### src/rtl/bxt_pkg.sv
// ----------------------------------------------------------------------------
// bxt_pkg: shared types and constants of the binary trie maximum-xor unit
// Holds the trie geometry, the action and status codes, the controller states
// and the command and status bundles between controller and datapath.
// ----------------------------------------------------------------------------
package bxt_pkg;

	// Trie geometry.
	localparam int VALUE_BITS = 32;
	localparam int POOL_NODES = 8192;
	localparam int PTR_W      = $clog2(POOL_NODES);
	localparam int CNT_W      = PTR_W + 1;
	localparam int NODE_W     = 2 * PTR_W;
	localparam int LVL_W      = (VALUE_BITS > 1) ? $clog2(VALUE_BITS) : 1;

	// Action codes carried by an input item.
	typedef enum logic [1:0] {
		ACT_INSERT = 2'd0,
		ACT_QUERY  = 2'd1,
		ACT_CLEAR  = 2'd2,
		ACT_NONE   = 2'd3
	} action_t;

	// Status codes carried by a result item.
	typedef enum logic [1:0] {
		ST_OK    = 2'd0,
		ST_EMPTY = 2'd1,
		ST_FULL  = 2'd2
	} status_t;

	// Controller states.
	typedef enum logic [1:0] {
		S_IDLE,
		S_WALK,
		S_ALLOC,
		S_DONE
	} state_t;

	// Commands from the controller to the datapath.
	typedef struct packed {
		logic load;
		logic walk;
		logic alloc;
		logic publish;
	} ctrl_cmd_t;

	// Status from the datapath to the controller.
	typedef struct packed {
		logic is_walk;
		logic walk_end;
		logic go_alloc;
		logic alloc_last;
	} dpath_sts_t;

endpackage

### src/rtl/bxt_ctrl.sv
// ----------------------------------------------------------------------------
// bxt_ctrl: sequencer of the binary trie maximum-xor unit
// Steps each item through the trie walk, node allocation and result hand-off,
// and owns the input ready and the output valid.
// ----------------------------------------------------------------------------
module bxt_ctrl (
	input  logic                clk,
	input  logic                arst_n,
	input  logic                in_valid,
	output logic                in_ready,
	output logic                out_valid,
	input  logic                out_ready,
	input  bxt_pkg::dpath_sts_t sts,
	output bxt_pkg::ctrl_cmd_t  cmd
);

	bxt_pkg::state_t state_q;
	bxt_pkg::state_t state_d;
	logic            out_valid_q;
	logic            slot_free;

	// The output register can take a new result when it is empty or drains now.
	assign slot_free = !out_valid_q || out_ready;

	// State register and output valid.
	always_ff @(posedge clk or negedge arst_n) begin
		if (!arst_n) begin
			state_q     <= bxt_pkg::S_IDLE;
			out_valid_q <= 1'b0;
		end else begin
			state_q <= state_d;
			if (cmd.publish) begin
				out_valid_q <= 1'b1;
			end else if (out_ready) begin
				out_valid_q <= 1'b0;
			end
		end
	end

	// Next state and commands.
	always_comb begin
		state_d  = state_q;
		cmd      = '0;
		in_ready = 1'b0;
		unique case (state_q)
			bxt_pkg::S_IDLE: begin
				in_ready = 1'b1;
				if (in_valid) begin
					cmd.load = 1'b1;
					state_d  = sts.is_walk ? bxt_pkg::S_WALK : bxt_pkg::S_DONE;
				end
			end
			bxt_pkg::S_WALK: begin
				cmd.walk = 1'b1;
				if (sts.go_alloc) begin
					state_d = bxt_pkg::S_ALLOC;
				end else if (sts.walk_end) begin
					state_d = bxt_pkg::S_DONE;
				end
			end
			bxt_pkg::S_ALLOC: begin
				cmd.alloc = 1'b1;
				if (sts.alloc_last) begin
					state_d = bxt_pkg::S_DONE;
				end
			end
			bxt_pkg::S_DONE: begin
				if (slot_free) begin
					cmd.publish = 1'b1;
					state_d     = bxt_pkg::S_IDLE;
				end
			end
			default: begin
				state_d = bxt_pkg::S_IDLE;
			end
		endcase
	end

	assign out_valid = out_valid_q;

endmodule

### config.mk
export PLATFORM = sky130hd
export DESIGN_NAME = bxt_ctrl
export DESIGN_NICKNAME = d
export VERILOG_FILES = /design/src/rtl/bxt_pkg.sv /design/src/rtl/bxt_ctrl.sv
export SDC_FILE = /design/constraint.sdc
export NUM_CORES = 1
export LEC_CHECK = 0
export BUFFER_PORTS_ARGS = -buffer_cell sky130_fd_sc_hd__buf_4
export CAP_MARGIN = 20
export CORE_AREA = 2 2 39 41
export CTS_BUF_LIST = sky130_fd_sc_hd__clkbuf_4
export DETAILED_ROUTE_END_ITERATION = 8
export DIE_AREA = 0 0 41 43
export PLACE_DENSITY = 0.39
export SLEW_MARGIN = 10
export SYNTH_ARGS = -nofsm -noshare
export SYNTH_HDL_FRONTEND = slang
export SYNTH_SLANG_ARGS = --single-unit
export TNS_END_PERCENT = 1
### constraint.sdc
create_clock -name clk -period 2.3 [get_ports clk]
set_clock_uncertainty 0.15 [all_clocks]
set_input_delay 0.115 -clock clk [delete_from_list [all_inputs] [get_ports clk]]
set_output_delay 0.115 -clock clk [all_outputs]
set_load 0.01 [all_outputs]
After elaboration in Yosys (flattened, before gate mapping)
Cells that the tools add are included.
W data, S select, Z words.
{ "word_totals": {"regBits": 3, "latchBits": 0, "ramBits": 0, "rom_bits": 0, "inputBits": 8, "out_inout_bits": 6, "word_cells": 30, "mem_count": 0} }
{ "op_classes": {"addsub": 0, "multipliers": 0, "div": 0, "magnitude_cmp": 0, "eq_ne": 7, "shift": 0, "n_mux": 16, "bitwise": 0, "reduce_logical": 5} }
{ "op_table": {"columns": ["op", "count"], "rows": [
  ["$mux W2", 6],
  ["$mux W1", 9],
  ["$pmux W2 S4", 1],
  ["$ne A2 B2 Y1 const B", 3],
  ["$eq A2 B2 Y1 const B", 2],
  ["$reduce_and A4 Y1", 1],
  ["$ne A3 B3 Y1 const B", 1],
  ["$eq A2 B1 Y1 const B", 1],
  ["$logic_not A2 Y1", 1],
  ["$reduce_bool A2 Y1", 1],
  ["$logic_not A1 Y1", 1],
  ["$logic_or A1 B1 Y1", 1]
]} }

Longest topological paths before layout
Gate-level depths: netlist of the first run.
{ "logic_depth": {"ltp_word": 5, "ltp_mapped": 5, "depth_no_buf": 5} }

Worst setup path after synthesis of the first run
OpenSTA, ideal clock, no wires.
{ "synth_timing": {"path_type": "register to register", "from": "register state_q[0]", "to": "register state_q[0]", "setup_time_ns": 0.079, "arrival_ns": 1.416, "required_time_ns": 2.071, "path_slack_ns": 0.655, "path_stages_with_launch": 6, "n_path_buf": 0, "period_less_slack_ns": 1.645, "cell_sequence": "dfrtp_1 -> inv_1 -> ha_1 -> and2b_2 -> a2111oi_4 -> mux2i_1"} }
{ "synth_via": {"elab_chain_len": 3, "word_cells_on_any_way": 10, "cone_classes": "7 x eq/ne; 1 x mux; 2 x reduce/logical"} }
{ "synth_rtl": {"columns": ["element", "line", "text"], "rows": [
  ["start, declared", "bxt_ctrl.sv:17", "bxt_pkg::state_t state_q;"],
  ["start signal, assigned", "bxt_ctrl.sv:28", "state_q <= bxt_pkg::S_IDLE;"],
  ["start signal, assigned", "bxt_ctrl.sv:31", "state_q <= state_d;"],
  ["$eq A2 B1 Y1 (tied with other cells)", "bxt_ctrl.sv:45", "unique case (state_q)"],
  ["$ne A3 B3 Y1 (no source line) or $ne A2 B2 Y1 (tied branches)", null, null],
  ["$reduce_and A4 Y1 (no source line)", null, null]
]} }
Parallel ways exist; a longest one is shown, timed or not.
A chain may end at the register's enable or synchronous reset.

Worst setup path in the final report of the first run
{ "layout_timing": {"from": "register state_q[0]", "to": "register state_q[1]"} }
The elaborated chain is that of the path after synthesis.

==> results by group, run 1 <==
Logic synthesis
  – Post-Synthesis Cell Area: 265.3 µm²
  – Synth Register Bits: 3
  – Syn Nets: 36
  – Synth warnings: 0
  – Synth unique cells: 12
  – Register area share after synthesis: 28.30%
  – Post-Synthesis Cells: 24
  – Syn avg cell area: 11.05 µm²

Drt
  – Wire length per cell: 9.638 µm
  – Drt pass-1 iters: 1
  – Vias per inst: 4.069
  – Final Routed Wirelength: 559 µm
  – DR vias: 236
  – Remaining antenna violation count after routing: 0
  – Drt initial violations: 0
  – DRC Markers: 0

Final layout
  – N_diodes: 0
  – Sequential Area: 75.07 µm²
  – Multi-input combinational cell area: 175.2 µm²
  – Final nets: 55
  – Highest-count cells in the layout ignoring fill and taps: buf_4, inv_1, ha_1, clkbuf_4
  – Commonest non-fill, non-tap cell in the layout: buf_4
  – Fillers: 151
  – Share of post-route cells with drive strength above 1: 47.62%
  – Layout overhead on the synthesized area: 59.43%

Setup path
  – Critical Path RT: 2300 ps
  – CP startpoint kind: register
  – Crit path capture type: register
  – WS Path Type: reg -> reg
  – Worst EP arrival: 1720 ps
  – Worst Reg-to-Reg Cells: 5
  – Max FO, Critical Path: 4

Global route
  – Final global-route overflow total: 0
  – Initial antenna violation count: 0
  – First-pass GRT wire length: 966 µm
  – Total GRT Usage: 8.249%
  – Largest net degree at the start of global routing: 6
  – Vias in the first global route: 259

Power
  – Clock power frac: 19.6%
  – Lkg Pwr: 0.2334 nW
  – Flop pwr share: 20.1%
  – Total power: 0.5343 mW
  – Cell area power density: 1263 nW/µm²
  – Combinational cell fraction of total power: 60.3%
  – Net load switching power: 0.2022 mW
  – Sw Ratio: 37.84%
  – Internal power: 0.3321 mW
  – Peak supply drop: 0.3382 mV

Clock tree
  – Post_cts resized: 0
  – CTS H-tree depth: 1
  – Clock Sinks: 3
  – CTS Root Cell: clkbuf_4
  – Clk buf depth: 2
  – CTS Buf Count: 3
  – CTS tree: yes
  – Worst-Skew Late Latency: 230 ps
  – Clock slew at reported path FFs: 40 ps
  – Post-CTS setup buffers: 0

Timing
  – Slew @ Worst Pin: 361.6 ps
  – Slew Viols, Final: 0
  – F_max: 579.4 MHz
  – Fin crit period: 1726 ps
  – Slew margin rel.: 75.84%
  – RSZ-0062 raised after global routing: no
  – Final setup viols: 0
  – Tcrit/Tclk final: 75.04%
  – Final Hold Fails: 0
  – TNS Setup: 0 ps

Outcome
  – Outcome: finished clean

Place
  – RePlAce Congestion: 0.6349
  – Post-DP HPWL: 473.8 µm
  – Input/output buffers: 13

Floorplan
  – Cell Rows: 14
  – Die area: 1763 µm²
  – Die extent in y: 43 µm
  – DIE WIDTH: 41 µm
  – CORE AREA: 1384 µm²
  – Initial Util: 19.17%
  – Num ports: 14

Flow run
  – Max-cap viol count: 0

Min path
  – Hold Crit Depth: 3
  – Hold Path Class: in -> reg
## cells in the mapped netlist
| cell | number | area [µm²] |
|---|---|---|
| ha_1 | 4 | 50.05 |
| inv_1 | 4 | 15.01 |
| dfrtp_1 | 3 | 75.07 |
| mux2i_1 | 3 | 30.03 |
| and2_1 | 2 | 12.51 |
| nand2b_1 | 2 | 12.51 |
| a2111oi_4 | 1 | 27.53 |
| a211oi_1 | 1 | 7.510 |
| and2b_2 | 1 | 8.760 |
| and3b_1 | 1 | 8.760 |
| and3b_2 | 1 | 10.01 |
| nor3b_1 | 1 | 7.510 |
## flip-flops by register name (all words and copies together), names as in the netlist
| name | flops |
|---|---|
| state_q | 2 |
| out_valid | 1 |
## through the flow
stage          hold slack, ps  instance area (µm²)  cells  util [%]  worst slack (ps)
2_1_floorplan          -330.6                265.3     24         -             654.5
3_3_place_gp           -243.7                382.9     53     27.67             598.4
3_5_place_dp           -242.0                382.9     53     27.67             570.8
4_1_cts                 26.36                422.9     58     30.56             556.9
5_1_grt                 50.19                422.9     58     30.56             481.9
6_report                24.15                422.9     58     30.56             574.0
## path summary, 6_finish.rpt
check,slack (ps),from,to
worst max-delay path,570,state_q[0]$_DFFE_PN0P_,state_q[1]$_DFFE_PN0P_
worst min-delay path,20,out_ready,out_valid$_DFFE_PN0P_
worst max register to register,570,state_q[0]$_DFFE_PN0P_,state_q[1]$_DFFE_PN0P_
worst min register to register,390,out_valid$_DFFE_PN0P_,out_valid$_DFFE_PN0P_
max in group asynchronous,1850,arst_n,state_q[0]$_DFFE_PN0P_
min in group asynchronous,60,arst_n,out_valid$_DFFE_PN0P_
## worst max-delay path: stages (launching register included)
cell	delay, ps
dfrtp_1	370
inv_1	100
ha_1	220
and2b_2	210
a2111oi_4	340
mux2i_1	240
## timing repair
item	CTS	global route
setup endpoints to repair	0	0
hold endpoints to repair	3	0
hold buffers	1	0
## kinds of logic after synthesis
kind of cell | Yosys count | synth area share [%]
muxes | 3 | 11.32
and+or+nand+nor | 8 | 22.64
AOI/OAI and AO/OA | 2 | 13.21
buffers and inverters | 4 | 5.659
adders and majority gates | 4 | 18.87
DFF | 3 | 28.30
## layout make-up
type | instances | share of cell area [%]
clock buffers | 4 | 7.101
inverters | 4 | 3.550
multi-input cells | 17 | 41.42
flip-flops and latches | 3 | 17.75
repair buffers | 14 | 25.44
well taps | 16 | 4.734
## metal layers
layer	up-vias	GRT usage, %	share of wire (%)
met5	-	0	0
met4	0	4.000	0
met3	0	4.712	4.1
met2	4	13.44	56
met1	116	7.767	39
li1	116	-	-
## power by group through the flow
stage	Clock [mW]	Combinational (mW)	Sequential (mW)
detailed placement	0	0.326	0.107
floorplan	0	0.207	0.107
finish	0.105	0.322	0.107
global route	0.119	0.357	0.111
global placement	0	0.323	0.107
CTS	0.109	0.329	0.107
Power figures use the tool's default switching activity.
==> run 2: changes to the inputs <==
==> constraint.sdc (replaced) <==
create_clock -name clk -period 1.6 [get_ports clk]
set_clock_uncertainty 0.15 [all_clocks]
set_input_delay 0.08 -clock clk [delete_from_list [all_inputs] [get_ports clk]]
set_output_delay 0.08 -clock clk [all_outputs]
set_load 0.01 [all_outputs]
==> run 2 against run 1 <==
Sequential cell count is the same. Sequential share of layout area shrank 2.6 points. Critical path type unchanged. Clock-buffer cell count is the same. Largest cell class unchanged. The run now ends with negative setup slack left.
==> results by group, run 2 (synthesis results as in run 1) <==
Final layout
  – Layout overhead on the synthesized area: 93.40% (was 59.43%)
  – Max reg flops: 2 (unchanged)
  – Most flops, register: state_q (unchanged)
  – Share of post-route cells with drive strength above 1: 70.83% (was 47.62%)
  – Final nets: 61 (was 55)
  – Final Instance Area: 513.0 µm² (was 422.9 µm²)
  – Commonest non-fill, non-tap cell in the layout: buf_4 (unchanged)
  – N_diodes: 0 (unchanged)
  – Highest-count cells in the layout ignoring fill and taps: buf_4, clkbuf_4, inv_1, mux2i_1 (was buf_4, inv_1, ha_1, clkbuf_4)
  – Fillers: 149 (was 151)
  – Post-Layout Cell Count: 64 (was 58)

Power
  – Cell area power density: 1841 nW/µm² (was 1263 nW/µm²)
  – Lkg Pwr: 0.2615 nW (was 0.2334 nW)
  – Combinational cell fraction of total power: 64.0% (was 60.3%)
  – Flop pwr share: 19.5% (was 20.1%)
  – Net load switching power: 0.3491 mW (was 0.2022 mW)
  – Internal power: 0.5953 mW (was 0.3321 mW)
  – Clock power frac: 16.4% (was 19.6%)
  – Peak supply drop: 0.6670 mV (was 0.3382 mV)
  – Sw Ratio: 36.97% (was 37.84%)

Global route
  – Total GRT Usage: 9.366% (was 8.249%)
  – First-pass GRT wire length: 1035 µm (was 966 µm)
  – Initial antenna violation count: 0 (unchanged)
  – Vias in the first global route: 266 (was 259)
  – Largest net degree at the start of global routing: 5 (was 6)
  – Final global-route overflow total: 0 (unchanged)

Drt
  – DR vias: 253 (was 236)
  – Drt pass-1 iters: 1 (unchanged)
  – Remaining antenna violation count after routing: 0 (unchanged)
  – Drt initial violations: 0 (unchanged)
  – DRC Markers: 0 (unchanged)
  – Wire length per cell: 10.44 µm (was 9.638 µm)
  – Vias per inst: 3.953 (was 4.069)
  – Final Routed Wirelength: 668 µm (was 559 µm)

Place
  – RePlAce Congestion: 0.6676 (was 0.6349)
  – Placement-stage cell area: 425.4 µm² (was 382.9 µm²)
  – Placed instance count: 57 (was 53)
  – Post-DP HPWL: 531.6 µm (was 473.8 µm)
  – Placement Setup Slack: -97.82 ps (was 570.8 ps)
  – Input/output buffers: 13 (unchanged)

Timing
  – Slew margin rel.: 78.21% (was 75.84%)
  – TNS Setup: -182.6 ps (was 0 ps)
  – Slew @ Worst Pin: 326.8 ps (was 361.6 ps)
  – Worst setup margin: -93.17 ps (was 574.0 ps)
  – Tcrit/Tclk final: 105.8% (was 75.04%)
  – Final Hold Fails: 0 (unchanged)
  – WHS: 12.37 ps (was 24.15 ps)
  – Fin crit period: 1693 ps (was 1726 ps)
  – F_max: 590.6 MHz (was 579.4 MHz)
  – Final setup viols: 3 (was 0)
  – Slew Viols, Final: 0 (unchanged)
  – RSZ-0062 raised after global routing: yes (was no)

Outcome
  – Failing checks: negative setup slack
  – Outcome: complete, but fails checks (was finished clean)

Clock tree
  – Clock Sinks: 3 (unchanged)
  – CTS H-tree depth: 1 (unchanged)
  – CTS tree: yes (unchanged)
  – CTS Buf Count: 3 (unchanged)
  – CTS Root Cell: clkbuf_4 (unchanged)
  – Clock slew at reported path FFs: 40 ps (about the same)
  – Clk buf depth: 2 (unchanged)
  – Worst-Skew Late Latency: 240 ps (was 230 ps)

Setup path
  – Critical Path RT: 1600 ps (was 2300 ps)
  – Crit path capture type: register (unchanged)
  – CP startpoint kind: register (unchanged)
  – WS Path Type: reg -> reg (unchanged)
  – Max FO, Critical Path: 4 (unchanged)
  – R2R setup slack: -90 ps (was 570 ps)
  – Worst EP arrival: 1690 ps (was 1720 ps)

Floorplan
  – DIE WIDTH: 41 µm (unchanged)
  – CORE AREA: 1384 µm² (unchanged)
  – Num ports: 14 (unchanged)
  – Cell Rows: 14 (unchanged)
  – Initial Util: 19.17% (unchanged)
  – Die area: 1763 µm² (unchanged)
  – Die extent in y: 43 µm (unchanged)

Flow run
  – Max-cap viol count: 0 (unchanged)

Min path
  – Hold Path Class: in -> async (was in -> reg)
==> run 2: cell type report <==
class	instances	area (µm²)	share of cell area, %
multi-input combinational	17	211.5	41.22
timing repair buffer	20	158.9	30.98
sequential	3	77.57	15.12
clock buffer	4	30.03	5.854
tap	16	20.02	3.902
inverter	4	15.01	2.927
==> run 2: what timing repair did <==
| item | CTS | global route |
|---|---|---|
| resized for setup | 1 | 8 |
| endpoints found under the hold margin | 4 | 0 |
| gates cloned | 0 | 0 |
| endpoints found under the setup margin | 3 | 3 |
| pin swaps | 0 | 3 |
| buffers inserted | 0 | 1 |
| hold buffers | 2 | 0 |
==> run 2: worst max-delay path, cell delays in order, from the launching register on <==
cell,delay (ps)
dfrtp_2,450
ha_4,170
and3b_2,210
a2111oi_4,380
mux2i_1,240
==> run 2: routing by layer <==
layer,track usage (%),part of all wire (%)
met1,10.06,36
met3,1.571,5.5
met2,13.75,59
met4,10.00,0
met5,0,0
==> run 2: power by group through the flow <==
stage | combinational, mW | sequential (mW) | clock [mW]
CTS | 0.565 | 0.169 | 0.160
detailed placement | 0.559 | 0.167 | 0
global route | 0.670 | 0.189 | 0.172
floorplan | 0.315 | 0.163 | 0
global placement | 0.549 | 0.168 | 0
finish | 0.604 | 0.185 | 0.155
==> run 2: final timing paths <==
check,startpoint,cells after the start,endpoint
worst max-delay path,state_q[1]$_DFFE_PN0P_,4,state_q[0]$_DFFE_PN0P_
worst min-delay path,arst_n,2,out_valid$_DFFE_PN0P_
worst max register to register,state_q[1]$_DFFE_PN0P_,4,state_q[0]$_DFFE_PN0P_
worst min register to register,out_valid$_DFFE_PN0P_,2,out_valid$_DFFE_PN0P_
max in group asynchronous,arst_n,2,state_q[1]$_DFFE_PN0P_
min in group clk,sts[3],4,state_q[1]$_DFFE_PN0P_
==> run 2: metrics by stage <==
stage / util, % / power, mW
after floorplan: - / 0.4781
after global placement: 30.74 / 0.7165
after detailed placement: 30.74 / 0.7261
after CTS: 34.45 / 0.8935
after global routing: 37.07 / 1.031
final: 37.07 / 0.9445
==> run 3: changes to the inputs <==
--- a/config.mk
+++ b/config.mk
@@ -9,9 +9,11 @@
 export CAP_MARGIN = 20
 export CORE_AREA = 2 2 39 41
 export CTS_BUF_LIST = sky130_fd_sc_hd__clkbuf_4
+export CTS_CLUSTER_DIAMETER = 60
 export DETAILED_ROUTE_END_ITERATION = 8
 export DIE_AREA = 0 0 41 43
 export PLACE_DENSITY = 0.39
+export SETUP_SLACK_MARGIN = 0.2
 export SLEW_MARGIN = 10
 export SYNTH_ARGS = -nofsm -noshare
 export SYNTH_HDL_FRONTEND = slang
==> constraint.sdc (replaced) <==
create_clock -name clk -period 1.9 [get_ports clk]
set_clock_uncertainty 0.15 [all_clocks]
set_input_delay 0.095 -clock clk [delete_from_list [all_inputs] [get_ports clk]]
set_output_delay 0.095 -clock clk [all_outputs]
set_load 0.01 [all_outputs]
==> run 3 against run 2 <==
The flow now finishes without violations. Sequential share of layout area is 0.44 points higher. Via count fell by 3.6%. Global-route usage is 0.33 points lower. Clock-buffer cell count stayed put. Clock power down 14%. Sequential power fell by 19%. Register-to-register slack improved by 280 ps. Utilization down 1.6 points. Non-clock buffer count decreased by 2. Worst hold slack improved by 20 ps. Critical path type unchanged.
==> results by group, run 3 (synthesis results as in run 1) <==
Outcome
  – Outcome: finished clean (was complete, but fails checks)

Power
  – Internal power: 0.4584 mW (was 0.5953 mW)
  – Lkg Pwr: 0.2496 nW (was 0.2615 nW)
  – Combinational cell fraction of total power: 62.1% (was 64.0%)
  – Clock power frac: 17.9% (was 16.4%)
  – Cell area power density: 1520 nW/µm² (was 1841 nW/µm²)
  – Flop pwr share: 20.0% (was 19.5%)
  – Total power: 0.7457 mW (was 0.9445 mW)
  – Net load switching power: 0.2873 mW (was 0.3491 mW)
  – Peak supply drop: 0.3705 mV (was 0.6670 mV)
  – Sw Ratio: 38.53% (was 36.97%)

Clock tree
  – Clock Sinks: 3 (unchanged)
  – CTS Root Cell: clkbuf_4 (unchanged)
  – CTS H-tree depth: 1 (unchanged)
  – CTS Buf Count: 3 (unchanged)
  – Clk buf depth: 2 (unchanged)
  – CTS tree: yes (unchanged)
  – Clock slew at reported path FFs: 40 ps (about the same)
  – Worst-Skew Late Latency: 240 ps (about the same)

Place
  – RePlAce Congestion: 0.6555 (was 0.6676)
  – Input/output buffers: 13 (unchanged)
  – Post-DP HPWL: 482.3 µm (was 531.6 µm)

Final layout
  – Final core utilization: 35.44% (was 37.07%)
  – Layout overhead on the synthesized area: 84.91% (was 93.40%)
  – Commonest non-fill, non-tap cell in the layout: buf_4 (unchanged)
  – Final nets: 59 (was 61)
  – Multi-input combinational cell area: 209.0 µm² (was 211.5 µm²)
  – Most flops, register: state_q (unchanged)
  – Highest-count cells in the layout ignoring fill and taps: buf_4, clkbuf_4, inv_1, mux2i_1 (unchanged)
  – N_diodes: 0 (unchanged)
  – Max reg flops: 2 (unchanged)
  – Sequential Area: 76.32 µm² (was 77.57 µm²)
  – Share of post-route cells with drive strength above 1: 65.22% (was 70.83%)
  – Fillers: 139 (was 149)

Timing
  – Tcrit/Tclk final: 90.08% (was 105.8%)
  – Slew @ Worst Pin: 314.1 ps (was 326.8 ps)
  – Final Hold Fails: 0 (unchanged)
  – Fin crit period: 1711 ps (was 1693 ps)
  – Slew Viols, Final: 0 (unchanged)
  – Slew margin rel.: 79.06% (was 78.21%)
  – Final setup viols: 0 (was 3)
  – RSZ-0062 raised after global routing: yes (unchanged)
  – TNS Setup: 0 ps (was -182.6 ps)
  – F_max: 584.3 MHz (was 590.6 MHz)

Global route
  – First-pass GRT wire length: 1021 µm (was 1035 µm)
  – Initial antenna violation count: 0 (unchanged)
  – Total GRT Usage: 9.036% (was 9.366%)
  – Largest net degree at the start of global routing: 6 (was 5)
  – Vias in the first global route: 278 (was 266)
  – Final global-route overflow total: 0 (unchanged)

Drt
  – Final Routed Wirelength: 666 µm (was 668 µm)
  – DRC Markers: 0 (unchanged)
  – Drt initial violations: 2 (was 0)
  – Drt pass-1 iters: 2 (was 1)
  – Vias per inst: 3.935 (was 3.953)
  – Wire length per cell: 10.74 µm (was 10.44 µm)
  – Remaining antenna violation count after routing: 0 (unchanged)
  – DR vias: 244 (was 253)

Floorplan
  – CORE AREA: 1384 µm² (unchanged)
  – Num ports: 14 (unchanged)
  – Die extent in y: 43 µm (unchanged)
  – DIE WIDTH: 41 µm (unchanged)
  – Cell Rows: 14 (unchanged)
  – Die area: 1763 µm² (unchanged)
  – Initial Util: 19.17% (unchanged)

Setup path
  – Crit path capture type: register (unchanged)
  – Slowest stage cell, crit path: dfrtp_2 (unchanged)
  – Critical Path Max Stage Delay: 450 ps (about the same)
  – Worst setup path start: state_q[1]$_DFFE_PN0P_ (unchanged)
  – Worst EP arrival: 1710 ps (was 1690 ps)
  – CP Cell Sequence: ha_4, and3b_2, a2111oi_4, mux2i_1 (unchanged)
  – Reg2reg start: state_q[1]$_DFFE_PN0P_ (unchanged)
  – WS Path Type: reg -> reg (unchanged)
  – Max FO, Critical Path: 4 (unchanged)
  – Critical Path RT: 1900 ps (was 1600 ps)
  – CP startpoint kind: register (unchanged)

Min path
  – Hold Path Class: in -> async (unchanged)

Flow run
  – Max-cap viol count: 0 (unchanged)
==> run 3: cell count changes in the layout (fill, tap and decap cells not counted), sizes merged <==
cell | previous run | this run
buf | 18 | 16
==> run 3: path summary, 6_finish.rpt <==
kind | end | slack, ps | cells after the start
max in group asynchronous | state_q[1]$_DFFE_PN0P_ | 1460 | 2
worst min register to register | out_valid$_DFFE_PN0P_ | 380 | 2
worst max register to register | state_q[0]$_DFFE_PN0P_ | 190 | 4
min in group clk | state_q[1]$_DFFE_PN0P_ | 70 | 4
worst min-delay path | state_q[0]$_DFFE_PN0P_ | 30 | 2
worst max-delay path | state_q[0]$_DFFE_PN0P_ | 190 | 4
==> run 3: repair_timing <==
item,CTS,global route
setup endpoints to repair,1,3
hold buffers,2,0
gates resized for setup,5,4
setup buffers,2,1
hold endpoints to repair,4,0
pin swaps,1,3
==> run 3: metal layers <==
layer | vias to the layer above | part of all wire [%] | track usage (%) | wire [µm]
met3 | 0 | 3.2 | 3.141 | 21
met4 | 0 | 0 | 8.000 | 0
li1 | 123 | - | - | -
met2 | 4 | 63 | 14.06 | 418
met1 | 117 | 34 | 8.682 | 226
met5 | - | 0 | 0 | 0
==> run 3: through the flow <==
stage	setup slack [ps]	std cells	area, µm²	hold slack [ps]
floorplan	254.5	24	265.3	-350.6
global placement	183.6	53	382.9	-260.2
detailed placement	165.9	53	382.9	-261.7
CTS	200.9	61	464.2	25.85
global route	159.4	62	490.5	57.14
finish	188.6	62	490.5	32.71
==> run 3: power groups by stage <==
| stage | logic, mW | clock network, mW | registers [mW] |
|---|---|---|---|
| finish | 0.463 | 0.133 | 0.149 |
| global route | 0.511 | 0.141 | 0.154 |
| CTS | 0.441 | 0.139 | 0.141 |
| detailed placement | 0.391 | 0 | 0.134 |
| global placement | 0.397 | 0 | 0.130 |
| floorplan | 0.251 | 0 | 0.130 |
==> run 3: layout make-up <==
| type | count | share of cell area (%) |
|---|---|---|
| clock buffer | 4 | 6.122 |
| multi-input combinational | 17 | 42.60 |
| timing repair buffer | 18 | 28.57 |
| inverter | 4 | 3.061 |
| sequential | 3 | 15.56 |
| tap | 16 | 4.082 |
==> run 3: worst max-delay path: cells and delay by family, from the launching register on <==
| family | cells | cell delay (ps) |
|---|---|---|
| flip-flops | 1 | 450 |
| AO/OA/AOI/OAI | 1 | 370 |
| multiplexers | 1 | 270 |
| AND/OR/NAND/NOR | 1 | 200 |
| adder cells (fa/ha/maj) | 1 | 180 |
